<file path="src/spa_pkg.sv">
`timescale 1ns / 1ps
// ----------------------------------------------------------------------------
// Segment placement allocator package
// Shared constants, entry and control types for the allocator and its cells.
// ----------------------------------------------------------------------------
package spa_pkg;

  localparam int unsigned MAX_SEGMENTS = 32;
  localparam int unsigned ADDR_BITS    = 20;
  localparam int unsigned LEN_W        = 21;
  localparam int unsigned KIND_W       = 2;
  localparam int unsigned ID_W         = 16;
  localparam int unsigned CMD_W        = 2;
  localparam int unsigned STAT_W       = 3;
  localparam int unsigned SLOT_W       = $clog2(MAX_SEGMENTS);
  localparam int unsigned END_W        = ((ADDR_BITS > LEN_W) ? ADDR_BITS : LEN_W) + 1;

  localparam int unsigned IN_FIELDS_W  = KIND_W + ID_W + LEN_W;
  localparam int unsigned IN_DATA_W    = ((IN_FIELDS_W + 7) / 8) * 8;
  localparam int unsigned OUT_FIELDS_W = 2 * ADDR_BITS + LEN_W + KIND_W + ID_W;
  localparam int unsigned OUT_DATA_W   = ((OUT_FIELDS_W + 7) / 8) * 8;

  localparam logic [LEN_W-1:0] MEM_SIZE_RESET = LEN_W'(4096);

  typedef logic [SLOT_W-1:0] slot_t;

  typedef enum logic [CMD_W-1:0] {
    CMD_ALLOC   = 2'd0,
    CMD_RELEASE = 2'd1,
    CMD_COMPACT = 2'd2,
    CMD_NONE    = 2'd3
  } cmd_e;

  typedef enum logic [STAT_W-1:0] {
    ST_OK       = 3'd0,
    ST_NOSPACE  = 3'd1,
    ST_FULL     = 3'd2,
    ST_NOTFOUND = 3'd3,
    ST_MOVE     = 3'd4
  } stat_e;

  typedef enum logic {
    FIT_FF = 1'b0,
    FIT_BF = 1'b1
  } fit_e;

  typedef enum logic {
    REG_MEMORY_SIZE = 1'b0,
    REG_FIT_MODE    = 1'b1
  } reg_idx_e;

  typedef enum logic [2:0] {
    S_IDLE   = 3'b001,
    S_WALK   = 3'b010,
    S_FINISH = 3'b100
  } state_e;

  typedef enum logic [1:0] {
    SEL_HOLD = 2'd0,
    SEL_NEXT = 2'd1,
    SEL_PREV = 2'd2,
    SEL_LOAD = 2'd3
  } cell_sel_e;

  typedef struct packed {
    logic [ADDR_BITS-1:0] start;
    logic [LEN_W-1:0]     length;
    logic [KIND_W-1:0]    kind;
    logic [ID_W-1:0]      owner;
    slot_t                slot;
  } seg_t;

  typedef struct packed {
    logic above;
    logic hit;
  } cell_flags_t;

  typedef struct packed {
    stat_e                status;
    logic [ADDR_BITS-1:0] address;
    logic [ADDR_BITS-1:0] old_address;
    logic [LEN_W-1:0]     moved_length;
    logic [KIND_W-1:0]    moved_kind;
    logic [ID_W-1:0]      moved_id;
    logic                 last;
  } result_t;

endpackage

</file>
<file path="src/spa_cell.sv">
`timescale 1ns / 1ps
// ----------------------------------------------------------------------------
// Segment table cell
// Holds one table entry and takes its neighbour's, a new entry or its own.
// ----------------------------------------------------------------------------
module spa_cell (
  input  logic                           clk_i,
  input  logic                           rst_ni,
  input  spa_pkg::cell_sel_e             sel_i,
  input  logic                           prev_valid_i,
  input  spa_pkg::seg_t                  prev_seg_i,
  input  logic                           next_valid_i,
  input  spa_pkg::seg_t                  next_seg_i,
  input  spa_pkg::seg_t                  new_seg_i,
  input  logic [spa_pkg::ADDR_BITS-1:0]  key_addr_i,
  input  spa_pkg::slot_t                 key_slot_i,
  output logic                           valid_o,
  output spa_pkg::seg_t                  seg_o,
  output spa_pkg::cell_flags_t           flags_o
);

  logic          valid_q, valid_d;
  spa_pkg::seg_t seg_q, seg_d;

  always_comb begin
    valid_d = valid_q;
    seg_d   = seg_q;
    unique case (sel_i)
      spa_pkg::SEL_HOLD: begin
        valid_d = valid_q;
      end
      spa_pkg::SEL_NEXT: begin
        valid_d = next_valid_i;
        seg_d   = next_seg_i;
      end
      spa_pkg::SEL_PREV: begin
        valid_d = prev_valid_i;
        seg_d   = prev_seg_i;
      end
      spa_pkg::SEL_LOAD: begin
        valid_d = 1'b1;
        seg_d   = new_seg_i;
      end
    endcase
  end

  always_ff @(posedge clk_i or negedge rst_ni) begin
    if (!rst_ni) begin
      valid_q <= 1'b0;
    end else begin
      valid_q <= valid_d;
    end
  end

  always_ff @(posedge clk_i) begin
    seg_q <= seg_d;
  end

  assign valid_o       = valid_q;
  assign seg_o         = seg_q;
  assign flags_o.above = valid_q && (seg_q.start > key_addr_i);
  assign flags_o.hit   = valid_q && (seg_q.slot == key_slot_i);

endmodule

</file>
<file path="config.mk">
export PLATFORM = sky130hd
export DESIGN_NAME = spa_cell
export DESIGN_NICKNAME = d
export VERILOG_FILES = /design/src/spa_pkg.sv /design/src/spa_cell.sv
export SDC_FILE = /design/constraint.sdc
export NUM_CORES = 1
export LEC_CHECK = 0
export BUFFER_PORTS_ARGS = -buffer_cell sky130_fd_sc_hd__buf_2
export CORE_AREA = 2 2 113 115
export CTS_CLUSTER_DIAMETER = 200
export DETAILED_ROUTE_END_ITERATION = 8
export DIE_AREA = 0 0 115 117
export GPL_TIMING_DRIVEN = 0
export HOLD_SLACK_MARGIN = 0.02
export PLACE_DENSITY = 0.65
export SYNTH_ARGS = -nofsm -noshare
export SYNTH_HDL_FRONTEND = slang
export SYNTH_SLANG_ARGS = --single-unit
</file>
<file path="constraint.sdc">
create_clock -name clk_i -period 5.15 [get_ports clk_i]
set_input_delay 0.2575 -clock clk_i [delete_from_list [all_inputs] [get_ports clk_i]]
set_output_delay 0.2575 -clock clk_i [all_outputs]
set_load 0.1 [all_outputs]
</file>
======== After elaboration in Yosys (flattened, before gate mapping) ========
Index checks and enable logic that the tools add are counted.
storage, ports and cells
  register bits after elaboration ......... 65
  logic and storage cells ................. 17
operators by class
  equality and inequality tests ........... 4
  magnitude comparators ................... 1
  reduce and logical (&&, ||, !) cells .... 4
  mux-type cells .......................... 2
operators by type and width
  kind                  number
  $pmux W64 S3          1
  $gt A20 B20 Y1        1
  $eq A5 B5 Y1          1
  $eq A2 B2 Y1 const B  2
  $pmux W1 S3           1
  $reduce_bool A3 Y1    1
  $eq A2 B1 Y1 const B  1
  $logic_and A1 B1 Y1   2
  $logic_not A2 Y1      1

======== Depth between registers and ports, before layout ========
Gate-level depths: netlist of run 1.
  depth in word-level cells ............... 2
  gate-level depth with buffers ........... 7

======== Worst setup path before layout of run 1 ========
No wires, ideal clock.
  path kind ............................... flip-flop to output port
  start ................................... register seg_q, in the netlist seg_o[57]
  end ..................................... output flags_o[1] in the netlist's numbering
  arrival time ............................ 2735 ps
  stages on the path, launching flop included .. 6
  slack ................................... 2158 ps
  cells stage by stage .................... edfxtp_1 -> ha_1 -> a21o_1 -> a221o_1 -> a221o_1 -> o311a_1
RTL lines
  item                    RTL line        RTL
  from (decl)             spa_cell.sv:23  spa_pkg::seg_t seg_q, seg_d;
  from (signal assigned)  spa_cell.sv:56  seg_q <= seg_d;
  to (decl)               spa_cell.sv:19  output spa_pkg::cell_flags_t flags_o

==> metrics.md, run 1 <==
| Metric | Value |
|---|---|
| Status | finished, final reports clean |
| Remaining DRCs | 0 |
| Wire per inst | 14.9 µm |
| Post-Synthesis Cells | 365 |
| Leading area contributor after synthesis | edfxtp_1 |
| Slowest cell on the critical path | edfxtp_1 |
| Deepest clock path buffer count | 2 |
| Lkg Pwr | 2.94 nW |
| Period utilization | 53.5% |
| Global-route wire length before repair | 17500 µm |
| Worst path max stage delay | 400 ps |
| Post-Route Utilization | 46.9% |
| CP arrival | 2500 ps |
| I/O pins | 290 |
| Post-synth top area share | 50.1% |
| Initial core utilization | 31.1% |
| Global route total overflow | 0 |
| Met2 Resource Use GR | 29.8% |
| Top FF cell, synth | edfxtp_1 |
| Vias | 3807 |
| CP Cell Sequence | ha_1 > and2_1 > a221o_1 > a221o_1 > o311a_1 > buf_2 |
| DP HPWL | 9930 µm |
| Slew headroom | 40.7% |
| Setup Skew | 0 ps |
| Ys Warns | 0 |
| Fmax | 363 MHz |
| Vias per cell | 4.65 |
| Setup violations, final | 0 |
| Seq/Total Area, Yosys | 50.8% |
| First-pass DRT Iterations | 4 |
| Drt total wl | 12200 µm |
| Die height | 117 µm |
| FF+latch area | 1950 µm² |
| Largest net degree at the start of global routing | 65 |
| Worst path most repeated cell | a221o_1 |
| Area fraction in compound gates after synthesis | 11.0% |
| Area of the multi-input gates | 1710 µm² |
| CP Capture Type | primary output |
| Gr busiest metal | met2 |
| Worst Tran Pin Value | 889 ps |
| Clk sinks | 65 |
| RSZ-0062 raised after global routing | false |
| Setup TNS | 0 ps |
| Peak supply drop | 0.160 mV |
| Netlist cell types | 28 |
| Post-synthesis async set-or-reset flop share | 1.54% |
| CP max FO | 2 |
| Mapped Area | 3830 µm² |
| Htree depth | 3 |
| Core ar. | 12300 µm² |
| Main combinational cell family by area after synthesis | multiplexers |
| Antenna violations before repair | 0 |
| Die width | 115 µm |
| GP Congestion | 0.843 |
| Syn_nets | 608 |
| WP data required | 4890 ps |
| Share of cells above drive strength 1 | 46.3% |
| Critical path class | reg2out |
| FF+latch count, synth | 65 |
| Mux cell area share after synthesis | 16.7% |
| Most numerous cell in the Yosys netlist | a21oi_1 |
| Min cycle time layout | 2760 ps |
| Mapped Avg Cell Area | 10.5 µm² |
| Final nets | 907 |
| Final hold violations | 0 |
| Skew-Pair Late Insertion Delay | 320 ps |
| Final ANT Viol Nets | 0 |
| Root buffer cell | clkbuf_16 |
| Pwr Density | 365 nW/µm² |
| Top cells by area, synth | edfxtp_1 50%, mux2i_1 17%, a21oi_1 9.4% |
| Post-Synth XOR/XNOR Area | 1.14% |
| GR Layer Usage met3 | 3.96% |
| CTS buffer count | 9 |
| Vias in the first global route | 3613 |
| Clock slew at reported path FFs | 50 ps |
| Gr usage total | 17.1% |
| Hold WC Path Type | in2reg |
| Die footprint | 13500 µm² |
| Antenna diodes | 0 |
| Drt initial violations | 143 |
| Commonest cells post-synth | 72 x a21oi_1, 69 x nor2_1, 64 x edfxtp_1, 64 x mux2i_1, 22 x inv_1 |
| Synthesis-to-layout area growth | 50.8% |
| Cell Rows | 41 |
| Post-synth EDFFs | 64 |
| Port Buf Inserts | 287 |
| Simple-Gate Fraction of Synth Area | 9.14% |
| Max cap viols | 0 |
| Design Power | 2.11 mW |
| Crit path launch type | register |
| CTS tree | done |
| Grt met1 use | 20.6% |
| Fillcell total | 1202 |
| Final Slew Violations | 0 |
| Adder-Cell Fraction of Synth Area | 6.53% |
==> area by class of cell <==
cell class | count | area share [%]
well taps | 150 | 3.25
clock buffers | 9 | 3.90
plain buffers | 23 | 1.67
multi-input cells | 255 | 29.6
inverters | 22 | 1.43
clock inverters | 7 | 1.47
flip-flops and latches | 65 | 33.7
repair buffers | 288 | 25.0
==> layer usage <==
metal | up-vias | wire length [µm]
li1 | 1914 | -
met1 | 1712 | 4950
met2 | 164 | 6250
met3 | 17 | 770
met4 | 0 | 213
met5 | - | 0
==> logic make-up after synthesis <==
logic type / after synthesis
compound gates: 80
xor+xnor: 5
fa+ha+maj: 20
buf+inv: 45
flops: 65
mux: 64
simple gates: 86
==> through the flow <==
step,hold WS (ps),instance area [µm²],instances,worst slack [ps]
4_1_cts,194,5780,819,2390
5_1_grt,213,5780,819,2330
3_3_place_gp,33.6,5460,802,2360
3_5_place_dp,33.5,5460,802,2760
6_report,207,5780,819,2390
2_1_floorplan,-38.1,3830,365,2160
==> flip-flops by register name, summed over array words and instances, names as in the netlist <==
signal	cells
seg_o	64
valid_o	1
==> report_power, final <==
part	internal (mW)	total, mW	switching (mW)
Clock	0.418	0.637	0.219
Combinational	0.174	0.792	0.618
Sequential	0.656	0.682	0.0257
==> worst max-delay path, delay by kind of cell (launching register included) <==
family                     cells  cell delay [ps]
and+or+nand+nor                1              170
adders and majority gates      1              310
DFF                            1              400
AOI/OAI and AO/OA              3             1000
buffers and inverters          1              300
==> path summary, 6_finish.rpt <==
check / start / endpoint / slack (ps) / cells past startpoint
max in group asynchronous: rst_ni / valid_o / 4820 / 2
worst min register to register: valid_o / valid_o / 840 / 3
worst min-delay path: prev_valid_i / valid_o / 210 / 3
worst max-delay path: seg_o[59] / flags_o[1] / 2390 / 6
min in group asynchronous: rst_ni / valid_o / 250 / 2
worst max register to register: valid_o / valid_o / 4110 / 3
==> repair_timing <==
item,CTS,global route
hold buffers,1,0
resized for setup,0,0
hold endpoints to repair,1,0
buffers inserted,0,0
==> layout by cell type (no fill, tap or decap), drive strengths merged <==
cell and n:
a211oi 1, a21o 1, a21oi 72, a221o 2, and2 1, and3 1, and4 1, buf 295
bufinv 2, clkbuf 24, clkinv 4, clkinvlp 1, dfrtp 1, dlygate4sd3 1, edfxtp 64, ha 20
inv 22, mux2i 64, nand2 6, nand3 2, nand4 1, nor2 69, nor2b 1, nor3 1
nor4 1, o21ai 2, o22ai 1, o311a 1, or2 1, or4 1, xnor2 1, xor2 4
Power figures use the tool's default switching activity.
==> run 2, diff against run 1 <==
--- a/config.mk
+++ b/config.mk
@@ -5,14 +5,15 @@
 export SDC_FILE = /design/constraint.sdc
 export NUM_CORES = 1
 export LEC_CHECK = 0
+export ABC_AREA = 1
 export BUFFER_PORTS_ARGS = -buffer_cell sky130_fd_sc_hd__buf_2
-export CORE_AREA = 2 2 113 115
+export CORE_AREA = 2 2 114 116
 export CTS_CLUSTER_DIAMETER = 200
 export DETAILED_ROUTE_END_ITERATION = 8
-export DIE_AREA = 0 0 115 117
+export DIE_AREA = 0 0 116 118
 export GPL_TIMING_DRIVEN = 0
 export HOLD_SLACK_MARGIN = 0.02
-export PLACE_DENSITY = 0.65
+export PLACE_DENSITY = 0.67
 export SYNTH_ARGS = -nofsm -noshare
 export SYNTH_HDL_FRONTEND = slang
 export SYNTH_SLANG_ARGS = --single-unit
==> constraint.sdc (replaced) <==
create_clock -name clk_i -period 2.43 [get_ports clk_i]
set_input_delay 0.1215 -clock clk_i [delete_from_list [all_inputs] [get_ports clk_i]]
set_output_delay 0.1215 -clock clk_i [all_outputs]
set_load 0.1 [all_outputs]
==> metrics.md, run 2 <==
| Metric | Value |
|---|---|
| WP buf/inv | 1 |
| Netlist cell types | 20 |
| Largest net degree at the start of global routing | 66 |
| WP data required | 2310 ps |
| Critical path class | reg2out |
| Leading area contributor after synthesis | edfxtp_1 |
| Area of the multi-input gates | 1670 µm² |
| Max reg flops | 64 |
| Global route total overflow | 0 |
| Final Slew Violations | 0 |
| Fmax | 448 MHz |
| Vias in the first global route | 4185 |
| Mapped Area | 3880 µm² |
| Placed instance area | 5550 µm² |
| Ys Warns | 0 |
| Worst path most repeated cell | nand2_1 |
| Initial core utilization | 31.2% |
| Commonest non-fill, non-tap cell in the layout | buf_2 |
| Die height | 118 µm |
| Htree depth | 3 |
| Depth of the most critical reg-to-reg path | 2 |
| FF+latch count, synth | 65 |
| Port Buf Inserts | 289 |
| Pwr Density | 737 nW/µm² |
| Placed insts | 925 |
| Vias per cell | 4.58 |
| Drt initial violations | 257 |
| Lkg Pwr | 3.07 nW |
| Seq/Total Area, Yosys | 50.2% |
| Root buffer cell | clkbuf_16 |
| GP Congestion | 0.921 |
| Worst flop-to-flop path endpoint | valid_o |
| Min cycle time layout | 2230 ps |
| CP Capture Type | primary output |
| Core ar. | 12400 µm² |
| Final cell count without fillers | 942 |
| Share of cells above drive strength 1 | 42.9% |
| FF+latch area | 1950 µm² |
| Commonest cells post-synth | 160 x nand2_1, 128 x nand3_1, 64 x edfxtp_1 |
| Status | finished, final reports clean |
| Fillcell total | 1283 |
| Final ANT Viol Nets | 0 |
| Hold WC Path Type | in2reg |
| Die width | 116 µm |
| Post-Synthesis Cells | 464 |
| Synthesis-to-layout area growth | 50.1% |
| Setup crit start | seg_o[63] |
| Cell Rows | 41 |
| Crit path launch type | register |
| Die footprint | 13700 µm² |
| FF-to-FF Start | valid_o |
| First-pass DRT Iterations | 4 |
| Clk sinks | 65 |
| Period utilization | 91.9% |
| Peak supply drop | 0.420 mV |
| Gr usage total | 19.1% |
| Stages on worst setup path | 10 |
| Family with the most delay on the worst path | simple AND/OR/NAND/NOR gates |
| Most numerous cell in the Yosys netlist | nand2_1 |
| Top cells by area, synth | edfxtp_1 50%, nand3_1 17%, nand2_1 15% |
| DP HPWL | 10200 µm |
| Setup violations, final | 0 |
| Final nets | 1008 |
| Syn_nets | 707 |
| Drt total wl | 13000 µm |
| Wire per inst | 13.8 µm |
| Global-route wire length before repair | 20200 µm |
| CP Cell Sequence | ha_1 > nand2_1 > nor2_1 > nand2_1 > nor2_1 > nand2_1 > nand2_1 > nor2_1 > nor2_4 > clkbuf_4 |
| Remaining DRCs | 0 |
| RSZ-0062 raised after global routing | false |
| Commonest cells after routing, fill and taps aside | 307 x buf_2, 160 x nand2_1, 128 x nand3_1 |
| Post-synth EDFFs | 64 |
| Worst path max stage delay | 400 ps |
| Clock slew at reported path FFs | 50 ps |
| CTS buffer count | 9 |
| Top FF cell, synth | edfxtp_1 |
| Setup crit end | flags_o[1] |
| Final instance area | 5820 µm² |
| Antenna violations before repair | 0 |
| Reg-to-reg setup timing slack | 1650 ps |
| CP arrival | 2110 ps |
| Vias | 4317 |
| Design Power | 4.29 mW |
| Setup Skew | 0 ps |
| Final hold violations | 0 |
| CTS tree | done |
| Post-synth top area share | 49.6% |
| Antenna diodes | 0 |
| Skew-Pair Late Insertion Delay | 320 ps |
| Max cap viols | 0 |
| Deepest clock path buffer count | 2 |
| Worst Tran Pin Value | 927 ps |
| Hold slack | 70.4 ps |
| Slew headroom | 38.2% |
| Mapped Avg Cell Area | 8.35 µm² |
| Post-synthesis async set-or-reset flop share | 1.54% |
| I/O pins | 290 |
| CP max FO | 2 |
| Slowest cell on the critical path | edfxtp_1 |
| Post-CTS Setup Repair Bufs | 0 |
[run 2: changes by cell type in the layout (fill, tap and decap cells not counted), sizes merged, moves of 10 or more]
cell    delta
nor2      -59
nand3    +126
inv       +12
mux2i     -64
clkbuf    -10
a21oi     -63
buf       +17
nand2    +154
[run 2: repair_timing]
action,in CTS,in global routing
hold buffers,1,0
endpoints found under the hold margin,1,0
gates resized for setup,0,1
endpoints found under the setup margin,0,1
[run 2: cell type report]
| cell class | count | share of cell area [%] |
|---|---|---|
| Sequential cell | 65 | 33.5 |
| Multi-Input combinational cell | 338 | 28.7 |
| Timing Repair Buffer | 290 | 25.1 |
| Clock buffer | 10 | 3.93 |
| Tap cell | 172 | 3.70 |
| Buffer | 27 | 2.47 |
| Inverter | 34 | 2.19 |
| Clock inverter | 6 | 0.430 |
[run 2: where the power goes]
group	switching (mW)	internal [mW]
clock network	0.470	0.672
registers	0.0542	1.39
logic	1.34	0.354
[run 2: kinds of logic after synthesis]
kind of cell,Yosys count,synth area share [%]
and+or+nand+nor,303,34.0
adders and majority gates,20,6.46
xor gates and xnor gates,4,0.904
buffers and inverters,61,7.00
DFF,65,50.2
AOI/OAI and AO/OA,11,1.45
[run 2: how the worst min path moves through the flow]
stage,startpoint,end,cells past startpoint
2_1_floorplan,rst_ni,valid_o,0
3_3_place_gp,rst_ni,valid_o,1
3_5_place_dp,rst_ni,valid_o,1
4_1_cts,prev_seg_i[29],seg_o[29],3
5_1_grt,prev_seg_i[13],seg_o[13],3
6_report,prev_seg_i[60],seg_o[60],3
[run 2: stage by stage]
step | setup TNS (ps) | util [%] | worst slack, ps
after floorplan | -152 | - | -152
after global placement | 0 | 44.7 | 468
after detailed placement | 0 | 44.7 | 443
after CTS | 0 | 46.9 | 79.7
after global routing | 0 | 46.9 | 38.0
final | 0 | 46.9 | 198
[run 2: layer usage]
layer	global-route usage (%)	vias to the layer above	share of wire, %
li1	-	2173	-
met4	7.89	0	2.3
met2	33.2	197	51
met5	0	-	0
met1	22.2	1923	40
met3	4.84	24	7.2
[run 2: worst register-to-register path, delay by kind of cell (launching register included)]
kind,cells,cell delay [ps]
flops,1,400
buf+inv,1,120
compound gates,1,100
